File: src/rtl/cfr_pkg.sv
// ----------------------------------------------------------------------------
// cfr_pkg: shared types and constants of the command frame receiver
// Command codes, action encoding, payload geometry and the payload write
// request that travels between the frame parser and the payload store.
// ----------------------------------------------------------------------------
package cfr_pkg;

  // ASCII command codes.
  localparam logic [7:0] CMD_START = 8'h73;  // 's'
  localparam logic [7:0] CMD_HALT  = 8'h68;  // 'h'
  localparam logic [7:0] CMD_GAINS = 8'h67;  // 'g'
  localparam logic [7:0] CMD_NONE  = 8'h6E;  // 'n'

  // Payload bytes sit at frame positions PAY_FIRST..PAY_LAST.
  localparam int unsigned NUM_WORDS = 6;
  localparam logic [8:0]  PAY_FIRST = 9'd2;
  localparam logic [8:0]  PAY_LAST  = 9'd25;

  typedef logic [31:0] word_t;
  typedef logic [8:0]  count_t;

  typedef enum logic [1:0] {
    ACT_NONE  = 2'd0,
    ACT_START = 2'd1,
    ACT_HALT  = 2'd2,
    ACT_GAINS = 2'd3
  } action_e;

  // Byte write into the payload store.
  typedef struct packed {
    logic       en;
    logic [2:0] word;
    logic [1:0] lane;
  } pay_wr_t;

endpackage

File: src/rtl/cfr_rx_if.sv
// ----------------------------------------------------------------------------
// cfr_rx_if: received byte channel
// Carries one serial data byte per item with a valid/ready handshake.
// ----------------------------------------------------------------------------
interface cfr_rx_if;
  logic       valid;
  logic       ready;
  logic [7:0] rx_byte;

  modport source (output valid, output rx_byte, input ready);
  modport sink   (input valid, input rx_byte, output ready);
endinterface

File: src/rtl/cfr_res_if.sv
// ----------------------------------------------------------------------------
// cfr_res_if: frame result channel
// Carries the decoded action and the six raw gain words of a finished frame.
// ----------------------------------------------------------------------------
interface cfr_res_if;
  import cfr_pkg::*;

  logic    valid;
  logic    ready;
  action_e action;
  word_t   angle_kp;
  word_t   angle_ks;
  word_t   angle_kd;
  word_t   dist_kp;
  word_t   dist_ks;
  word_t   dist_kd;

  modport source (output valid, output action, output angle_kp, output angle_ks,
                  output angle_kd, output dist_kp, output dist_ks, output dist_kd,
                  input ready);
  modport sink   (input valid, input action, input angle_kp, input angle_ks,
                  input angle_kd, input dist_kp, input dist_ks, input dist_kd,
                  output ready);
endinterface

File: src/rtl/cfr_payload_store.sv
// ----------------------------------------------------------------------------
// cfr_payload_store: six little-endian payload words with byte writes
// Holds the gain words across frames and shows their value after this
// cycle's byte write, so a completing frame sees its own last byte.
// ----------------------------------------------------------------------------
module cfr_payload_store (
  input  logic             clk_i,
  input  logic             rst_ni,
  input  cfr_pkg::pay_wr_t wr_i,
  input  logic [7:0]       data_i,
  output cfr_pkg::word_t   word_nxt_o [cfr_pkg::NUM_WORDS]
);
  import cfr_pkg::*;

  word_t words_q [NUM_WORDS];
  word_t words_d [NUM_WORDS];

  always_comb begin
    for (int w = 0; w < NUM_WORDS; w++) begin
      words_d[w] = words_q[w];
      if (wr_i.en && (wr_i.word == 3'(w))) begin
        for (int l = 0; l < 4; l++) begin
          if (wr_i.lane == 2'(l)) begin
            words_d[w][l*8 +: 8] = data_i;
          end
        end
      end
    end
  end

  always_ff @(posedge clk_i or negedge rst_ni) begin
    if (!rst_ni) begin
      for (int w = 0; w < NUM_WORDS; w++) begin
        words_q[w] <= '0;
      end
    end else begin
      for (int w = 0; w < NUM_WORDS; w++) begin
        words_q[w] <= words_d[w];
      end
    end
  end

  assign word_nxt_o = words_d;

endmodule

File: src/rtl/command_frame_receiver.sv
// ----------------------------------------------------------------------------
// command_frame_receiver: serial command frame parser
// Assembles received bytes into command frames and reports one action per
// completed frame.
// ----------------------------------------------------------------------------
// Usage:
//   rx_i carries one received byte per item. A frame is a command byte, a
//   length byte L and L payload bytes. Payload bytes at frame positions 2 to
//   25 land in six 32-bit words, little-endian; later bytes are counted but
//   dropped. The words persist across frames.
//   res_o carries one item per completed frame: the action ('s' start,
//   'h' halt, 'g' set gains, anything else none) and the six words, which
//   read zero unless the action is set gains.
//   A byte accepted into the input register is parsed from there, and the
//   result it completes is registered in the output register and shown on res_o.
//   Throughput is one byte per cycle while res_o is not stalled, set by the single
//   parse stage between the input register and the result register.
//   Reset clears the byte counter, sets the command to 'n', the length to 0,
//   the payload words to zero and empties both pipeline registers.
//   When the receiver of res_o stalls, one result waits in the output
//   register; one more byte is held in the input register, and rx_i.ready
//   drops until the result is taken.
// ----------------------------------------------------------------------------
module command_frame_receiver (
  input  logic      clk_i,
  input  logic      rst_ni,
  cfr_rx_if.sink    rx_i,
  cfr_res_if.source res_o
);
  import cfr_pkg::*;

  // Input register.
  logic       in_valid_q;
  logic [7:0] in_byte_q;

  // Frame state.
  count_t     count_q, count_d;
  logic [7:0] cmd_q, cmd_d;
  logic [7:0] len_q, len_d;

  // Output register.
  logic    out_valid_q, out_valid_d;
  action_e out_act_q;
  word_t   out_words_q [NUM_WORDS];

  logic       proc;
  logic       done;
  count_t     cnt_inc;
  logic [7:0] cmd_new;
  logic [7:0] len_new;
  logic [4:0] pay_off;
  action_e    act;
  pay_wr_t    pay_wr;
  word_t      word_nxt [NUM_WORDS];

  // The parse stage moves whenever the input register holds a byte and the output
  // register is free or drained in this cycle; the input register refills behind it.
  assign proc       = in_valid_q && (!out_valid_q || res_o.ready);
  assign rx_i.ready = !in_valid_q || proc;

  always_comb begin
    cnt_inc = count_q + 9'd1;
    cmd_new = (cnt_inc == 9'd1) ? in_byte_q : cmd_q;
    len_new = (cnt_inc == 9'd2) ? in_byte_q : len_q;
    done    = (cnt_inc >= 9'd2) && ((cnt_inc - 9'd2) == {1'b0, len_new});

    // Position within the payload; only meaningful for positions 2 to 25.
    pay_off     = count_q[4:0] - 5'd2;
    pay_wr.en   = proc && (count_q >= PAY_FIRST) && (count_q <= PAY_LAST);
    pay_wr.word = pay_off[4:2];
    pay_wr.lane = pay_off[1:0];

    unique case (cmd_new)
      CMD_START: act = ACT_START;
      CMD_HALT:  act = ACT_HALT;
      CMD_GAINS: act = ACT_GAINS;
      default:   act = ACT_NONE;
    endcase

    count_d = count_q;
    cmd_d   = cmd_q;
    len_d   = len_q;
    if (proc) begin
      if (done) begin
        count_d = '0;
        cmd_d   = CMD_NONE;
        len_d   = '0;
      end else begin
        count_d = cnt_inc;
        cmd_d   = cmd_new;
        len_d   = len_new;
      end
    end

    out_valid_d = out_valid_q;
    if (proc && done) begin
      out_valid_d = 1'b1;
    end else if (res_o.ready) begin
      out_valid_d = 1'b0;
    end
  end

  cfr_payload_store u_payload (
    .clk_i      (clk_i),
    .rst_ni     (rst_ni),
    .wr_i       (pay_wr),
    .data_i     (in_byte_q),
    .word_nxt_o (word_nxt)
  );

  // Control registers.
  always_ff @(posedge clk_i or negedge rst_ni) begin
    if (!rst_ni) begin
      in_valid_q  <= 1'b0;
      count_q     <= '0;
      cmd_q       <= CMD_NONE;
      len_q       <= '0;
      out_valid_q <= 1'b0;
    end else begin
      if (rx_i.ready) begin
        in_valid_q <= rx_i.valid;
      end
      count_q     <= count_d;
      cmd_q       <= cmd_d;
      len_q       <= len_d;
      out_valid_q <= out_valid_d;
    end
  end

  // Payload registers: the input byte and the result fields.
  always_ff @(posedge clk_i) begin
    if (rx_i.valid && rx_i.ready) begin
      in_byte_q <= rx_i.rx_byte;
    end
    if (proc && done) begin
      out_act_q <= act;
      for (int w = 0; w < NUM_WORDS; w++) begin
        out_words_q[w] <= (act == ACT_GAINS) ? word_nxt[w] : '0;
      end
    end
  end

  assign res_o.valid    = out_valid_q;
  assign res_o.action   = out_act_q;
  assign res_o.angle_kp = out_words_q[0];
  assign res_o.angle_ks = out_words_q[1];
  assign res_o.angle_kd = out_words_q[2];
  assign res_o.dist_kp  = out_words_q[3];
  assign res_o.dist_ks  = out_words_q[4];
  assign res_o.dist_kd  = out_words_q[5];

endmodule

File: src/flat_wrapper.sv
// flat-port wrapper written by rule: the top's interface ports become plain ports
module command_frame_receiver_flat import cfr_pkg::*;
  (clk_i, rst_ni, rx_i_valid, rx_i_rx_byte, rx_i_ready, res_o_valid, res_o_action, res_o_angle_kp, res_o_angle_ks, res_o_angle_kd, res_o_dist_kp, res_o_dist_ks, res_o_dist_kd, res_o_ready);
  cfr_rx_if rx_i_i ();
  cfr_res_if res_o_i ();
  input  logic clk_i;
  input  logic rst_ni;
  input wire logic [$bits(rx_i_i.valid)-1:0] rx_i_valid;
  input wire logic [$bits(rx_i_i.rx_byte)-1:0] rx_i_rx_byte;
  output wire logic [$bits(rx_i_i.ready)-1:0] rx_i_ready;
  output wire logic [$bits(res_o_i.valid)-1:0] res_o_valid;
  output wire logic [$bits(res_o_i.action)-1:0] res_o_action;
  output wire logic [$bits(res_o_i.angle_kp)-1:0] res_o_angle_kp;
  output wire logic [$bits(res_o_i.angle_ks)-1:0] res_o_angle_ks;
  output wire logic [$bits(res_o_i.angle_kd)-1:0] res_o_angle_kd;
  output wire logic [$bits(res_o_i.dist_kp)-1:0] res_o_dist_kp;
  output wire logic [$bits(res_o_i.dist_ks)-1:0] res_o_dist_ks;
  output wire logic [$bits(res_o_i.dist_kd)-1:0] res_o_dist_kd;
  input wire logic [$bits(res_o_i.ready)-1:0] res_o_ready;
  assign rx_i_i.valid = rx_i_valid;
  assign rx_i_i.rx_byte = rx_i_rx_byte;
  assign rx_i_ready = rx_i_i.ready;
  assign res_o_valid = res_o_i.valid;
  assign res_o_action = res_o_i.action;
  assign res_o_angle_kp = res_o_i.angle_kp;
  assign res_o_angle_ks = res_o_i.angle_ks;
  assign res_o_angle_kd = res_o_i.angle_kd;
  assign res_o_dist_kp = res_o_i.dist_kp;
  assign res_o_dist_ks = res_o_i.dist_ks;
  assign res_o_dist_kd = res_o_i.dist_kd;
  assign res_o_i.ready = res_o_ready;
  command_frame_receiver u_core (.clk_i(clk_i), .rst_ni(rst_ni), .rx_i(rx_i_i), .res_o(res_o_i));
endmodule
File: config.mk
export PLATFORM = sky130hd
export DESIGN_NAME = command_frame_receiver_flat
export DESIGN_NICKNAME = d
export VERILOG_FILES = /design/src/rtl/cfr_pkg.sv /design/src/rtl/cfr_rx_if.sv /design/src/rtl/cfr_res_if.sv /design/src/rtl/cfr_payload_store.sv /design/src/rtl/command_frame_receiver.sv /design/src/flat_wrapper.sv
export SDC_FILE = /design/constraint.sdc
export NUM_CORES = 1
export LEC_CHECK = 0
export BUFFER_PORTS_ARGS = -buffer_cell sky130_fd_sc_hd__buf_4
export CAP_MARGIN = 20
export CORE_ASPECT_RATIO = 1.5
export CORE_MARGIN = 3
export CORE_UTILIZATION = 50
export CTS_BUF_LIST = sky130_fd_sc_hd__clkbuf_8
export DETAILED_ROUTE_END_ITERATION = 7
export PLACE_DENSITY = 0.7
export SYNTH_ARGS = -nofsm -noshare
export SYNTH_HDL_FRONTEND = slang
export SYNTH_SLANG_ARGS = --single-unit
export TNS_END_PERCENT = 100
File: constraint.sdc
create_clock -name clk_i -period 30.4 [get_ports clk_i]
set_input_delay 4.56 -clock clk_i [delete_from_list [all_inputs] [get_ports clk_i]]
set_output_delay 4.56 -clock clk_i [all_outputs]
set_load 0.005 [all_outputs]
# Word-level counts from Yosys, hierarchy flattened

Memory sizes are Yosys's and may differ from the RTL's.
Index checks and enable logic that the tools add are counted.

Bits in registers: 229
RAM bits: 192
Input port bits: 12
Word-level logic and storage cells: 100
Memories kept: 1

Add/sub/neg operators: 3
Magnitude comparators: 3
Eq/ne operators: 15
Muxes and demuxes: 46
Reduce and logical (&&, ||, !) cells: 19

Memories:

| memory             | depth | bits a word | read ports | clocked after Yosys merged registers in | wr ports | line                         | RTL |
|---|---|---|---|---|---|---|---|
| u_core.out_words_q | 6     | 32          | 6          | 0                                       | 6        | command_frame_receiver.sv:44 | `word_t out_words_q [NUM_WORDS];` |

Operator list:

| operator                                                               | count |
|---|---|
| 32-bit 2-to-1 mux                                                      | 12 |
| 8-bit 2-to-1 mux                                                       | 28 |
| 8-bit by 7-bit equality test with 1-bit output (second input constant) | 3 |
| 9-bit by 2-bit >= comparator with 1-bit output (second input constant) | 2 |
| 1-bit logical AND                                                      | 12 |
| 9-bit by 1-bit adder with 9-bit output (second input constant)         | 1 |
| 9-bit by 1-bit equality test with 1-bit output (second input constant) | 1 |
| 9-bit by 2-bit equality test with 1-bit output (second input constant) | 1 |
| 9-bit by 8-bit equality test with 1-bit output                         | 1 |
| 9-bit by 5-bit <= comparator with 1-bit output (second input constant) | 1 |
| 9-bit 2-to-1 mux                                                       | 1 |
| 9-bit by 2-bit subtractor with 9-bit output (second input constant)    | 1 |
| 2-bit equality test (second input constant)                            | 3 |
| 3-bit by 2-bit equality test with 1-bit output (second input constant) | 2 |
| 3-bit equality test (second input constant)                            | 2 |
| 2-bit case mux with 3 select lines                                     | 1 |
| 5-bit by 2-bit subtractor with 5-bit output (second input constant)    | 1 |
| 1-bit 2-to-1 mux                                                       | 4 |
| 3-bit by 1-bit equality test with 1-bit output (second input constant) | 1 |
| 3-bit zero test                                                        | 1 |
| 2-bit by 1-bit equality test with 1-bit output (second input constant) | 1 |
| 1-bit zero test                                                        | 2 |
| 2-bit zero test                                                        | 1 |
| 1-bit logical OR                                                       | 2 |
| 2-bit nonzero test                                                     | 1 |

# Logic depth before layout (Yosys ltp)

Word-level depth: 8
Mapped depth: 15
Depth with buffers taken out: 13

# By module

From an unflattened synthesis, not the netlist that was laid out.

Cell total of the unflattened synthesis: 1108
Area total of the unflattened synthesis: 16866.2 um^2

Modules (own cells, without submodules):

| module                 | instances | cells an instance | area an instance (um^2) | seq. area each (um^2) |
|---|---|---|---|---|
| command_frame_receiver | 1         | 659               | 9534.1                  | 6747.7 |
| cfr_payload_store      | 1         | 449               | 7332.0                  | 4804.6 |

# Least setup slack after synthesis

OpenSTA, ideal clock, no wires.

Path kind: input -> register
Start: input res_o_ready
End: memory u_core.out_words_q[0][0] (netlist name) (enable)
Library setup time: 751 ps
Arrival time: 13173 ps
Required time: 29649 ps
Path slack: 16475 ps
Stages on the path: 4
Buffers on the path: 1
Path through: nand2b_1 nand2_1 clkbuf_1 nor2_1

RTL lines:

| what               | line                         | RTL |
|---|---|---|
| start: declaration | flat_wrapper.sv:19           | `input wire logic [$bits(res_o_i.ready)-1:0] res_o_ready;` |
| end: declaration   | command_frame_receiver.sv:44 |  |

# Worst setup path after layout

Start: input res_o_ready
End: output rx_i_ready

Cells in the longest elaborated chain, start to end: 3

RTL lines:

| what              | line                         | RTL |
|---|---|---|
| 1-bit logical OR  | command_frame_receiver.sv:58 | `assign proc = in_valid_q && (!out_valid_q \|\| res_o.ready);` |
| 1-bit logical AND | command_frame_receiver.sv:58 |  |
| 1-bit logical OR  | command_frame_receiver.sv:59 | `assign rx_i.ready = !in_valid_q \|\| proc;` |
| end: declaration  | flat_wrapper.sv:10           | `output wire logic [$bits(rx_i_i.ready)-1:0] rx_i_ready;` |

No other way between the ends.

==> flow_summary.ini <==
[run_status]
status = complete, no violations

[finish]
regArea_um2 = 11600
area_delta_synth_final_pct = 17.9
nFillCells = 2662
multiInputGateArea_um2 = 5160
post-route-util_pct = 60.1
drive_gt1_share_pct = 36.9
fin_nets = 1391

[worst_setup_path]
path_common_cell = buf_4
slowest_delay_ns = 0.18
startpoint_type = primary input
critPathCaptureType = primary output
worstSetupPathType = in -> out
cpMaxStageDelayCell = nand3b_1
worstRegToRegCells = 12
crit_fanout = 3
crit_chain = buf_4, nand3b_1, buf_4
arrival_ns = 5.00
crit_required_ns = 25.84

[sta]
hold_viol = 0
worst_pin_slew_ns = 1.08
rsz0062_at_grt = false
period_share_pct = 31.5
fin_setup_tns_ns = 0
hold_ws_ns = 0.488
finClkSkew_ns = 0.0307
finalCriticalPeriod_ns = 9.56
maxSlewViolCount = 0
setup_violations = 0
relSlewSlack_pct = 28.1
fmax_mhz = 105

[die]
dieArea_um2 = 36600
die_h_um = 233
core-area_um2 = 33700
rows = 82
initial_core_util_pct = 51.0
io_pins = 208
die_w_um = 157

[synthesis]
synth_area_leaders = edfxtp_1, dfrtp_1, mux2_2
synth-async-reset-ratio_pct = 52.0
synth_cells = 1153
synthesis.nets = 1174
synth-seq-cells = 421
netlist_top_cells_count = dfrtp_1, edfxtp_1, mux2_2, nor2b_1, nand2_1
syn_avg_cell_area_um2 = 14.9
synth_top_area_cell = edfxtp_1
ys.flop_type = dfrtp_1
yosysMostFrequentCell = dfrtp_1
ys_seq_area_share_pct = 67.3
synth_edf_count = 202
syn-cell-area_um2 = 17200
synth_top_area_share_pct = 35.4
synth_warnings = 0
synth_cell_types = 71

[min_path]
hold_class = reg -> reg
hold_path_depth = 1

[cts]
cts_setup_buffers = 0
clockBufferDepth = 3
h-tree-depth = 2
numClockSinks = 421
cts_hold_buffers = 0
cts_buffers = 60
cts_tree = done
cts_resized = 0
clockRootBuffer = clkbuf_8
clkLatencyLatePin_ns = 0.62
clk_pin_slew_worst_paths_ns = 0.06

[global_route]
first_global_vias = 10019
grt_util_all_layers_pct = 20.3
grt_pass1_wl_um = 57400
antenna_found_initial = 1
grt.overflow.total = 0
grt_max_degree = 107

[drt]
via_per_inst = 5.37
drcViolationCount = 0
dr.pass1.iters = 7
post_drt_wl_per_cell_um = 20.4
vias = 9885
postRouteAntennaNets = 0
wirelength_um = 37500
drt_iter0_drc = 588

[placed_design]
place_congestion = 0.850
dpl.hpwl_um = 22900
io_buffers = 207

[power]
p_leak_nw = 7.92
vdd_drop_max_mv = 0.0395
p_per_area_nw_per_um2 = 85.1

[flow_run]
maxCapViolCount = 0
[worst max-delay path: cells and delay by family]
kind                   cells  cell delay (ns)
buffers and inverters      2             0.27
and+or+nand+nor            1             0.18
[final cells by class]
type,count,share of cell area [%]
flip-flops and latches,421,57.1
multi-input cells,650,25.5
repair buffers,224,8.55
clock buffers,69,4.69
well taps,420,2.60
clock inverters,44,1.33
inverters,13,0.241
diodes,1,0.0124
[routing by layer]
layer / vias up / global-route usage (%) / wire [µm]
met5: - / 0 / 0
met1: 4980 / 26.0 / 15400
met2: 306 / 34.7 / 19200
met3: 75 / 3.67 / 1790
li1: 4524 / - / -
met4: 0 / 7.27 / 1180
[worst paths after layout]
| check | start | to | slack, ns |
|---|---|---|---|
| worst min register to register | u_core.u_payload.words_q[168] | u_core.u_payload.words_q[168] | 0.49 |
| worst max register to register | u_core.count_q[0] | u_core.out_words_q[4][26] | 23.98 |
| worst min-delay path | u_core.u_payload.words_q[168] | u_core.u_payload.words_q[168] | 0.49 |
| max in group asynchronous | rst_ni | u_core.u_payload.words_q[131] | 25.00 |
| min in group asynchronous | rst_ni | u_core.in_valid_q | 4.01 |
| worst max-delay path | res_o_ready | rx_i_ready | 20.84 |
[flip-flops by register name, summed over array words and instances, names as in the netlist]
signal and flops:
u_core.u_payload.words_q 192, u_core.res_o.valid 1, u_core.count_q 9, u_core.in_byte_q 8, u_core.out_words_q 192, u_core.in_valid_q 1, u_core.cmd_q 8, u_core.res_o.action 2
u_core.len_q 8
[logic make-up (layout without fill, tap and decap cells)]
kind of cell	after synthesis	in the layout	share of synthesized area (%)
other	0	1	0
DFF	421	421	67.3
AOI/OAI and AO/OA	79	79	3.70
xor gates and xnor gates	15	15	0.810
muxes	196	196	12.9
and+or+nand+nor	351	351	12.0
buffers and inverters	82	350	2.65
adders and majority gates	9	9	0.656
[cells in the final DEF (no fill, tap or decap), types with 3 or more instances in the layout]
cell         n
buf_4      221
dfrtp_1    214
edfxtp_1   202
nor2b_1    193
mux2_2     193
clkbuf_8    69
nand2_1     46
inv_1       33
nor3_1      24
nor2_1      22
o21ai_0     20
nand3_1     14
clkinv_1    14
and2_1      11
a21oi_1     10
xnor2_1      9
nand2b_1     9
ha_1         9
and3_1       7
o2bb2ai_1    7
a211oi_1     6
xor2_1       5
a2bb2oi_2    5
dfstp_2      5
a21o_1       4
a31oi_1      3
nand4_1      3
o211ai_1     3
bufinv_16    3
clkinv_2     3
[power breakdown]
group	switching (W)	total (W)	internal, W
Combinational	0.000229	0.000468	0.000239
Clock	0.000210	0.000444	0.000233
Sequential	0.0000574	0.000811	0.000753
Total	0.000497	0.00172	0.00123
[through the flow]
stage | area (µm²) | setup slack [ns] | std cells | total power (W)
after floorplan | 17200 | 16.48 | 1153 | 0.00116
after global placement | 18900 | 20.84 | 1725 | 0.00127
after detailed placement | 18900 | 20.84 | 1725 | 0.00129
after CTS | 20200 | 20.84 | 1838 | 0.00174
after global routing | 20200 | 20.83 | 1842 | 0.00182
final | 20200 | 20.84 | 1842 | 0.00172
(Power assumes the default switching activity.)
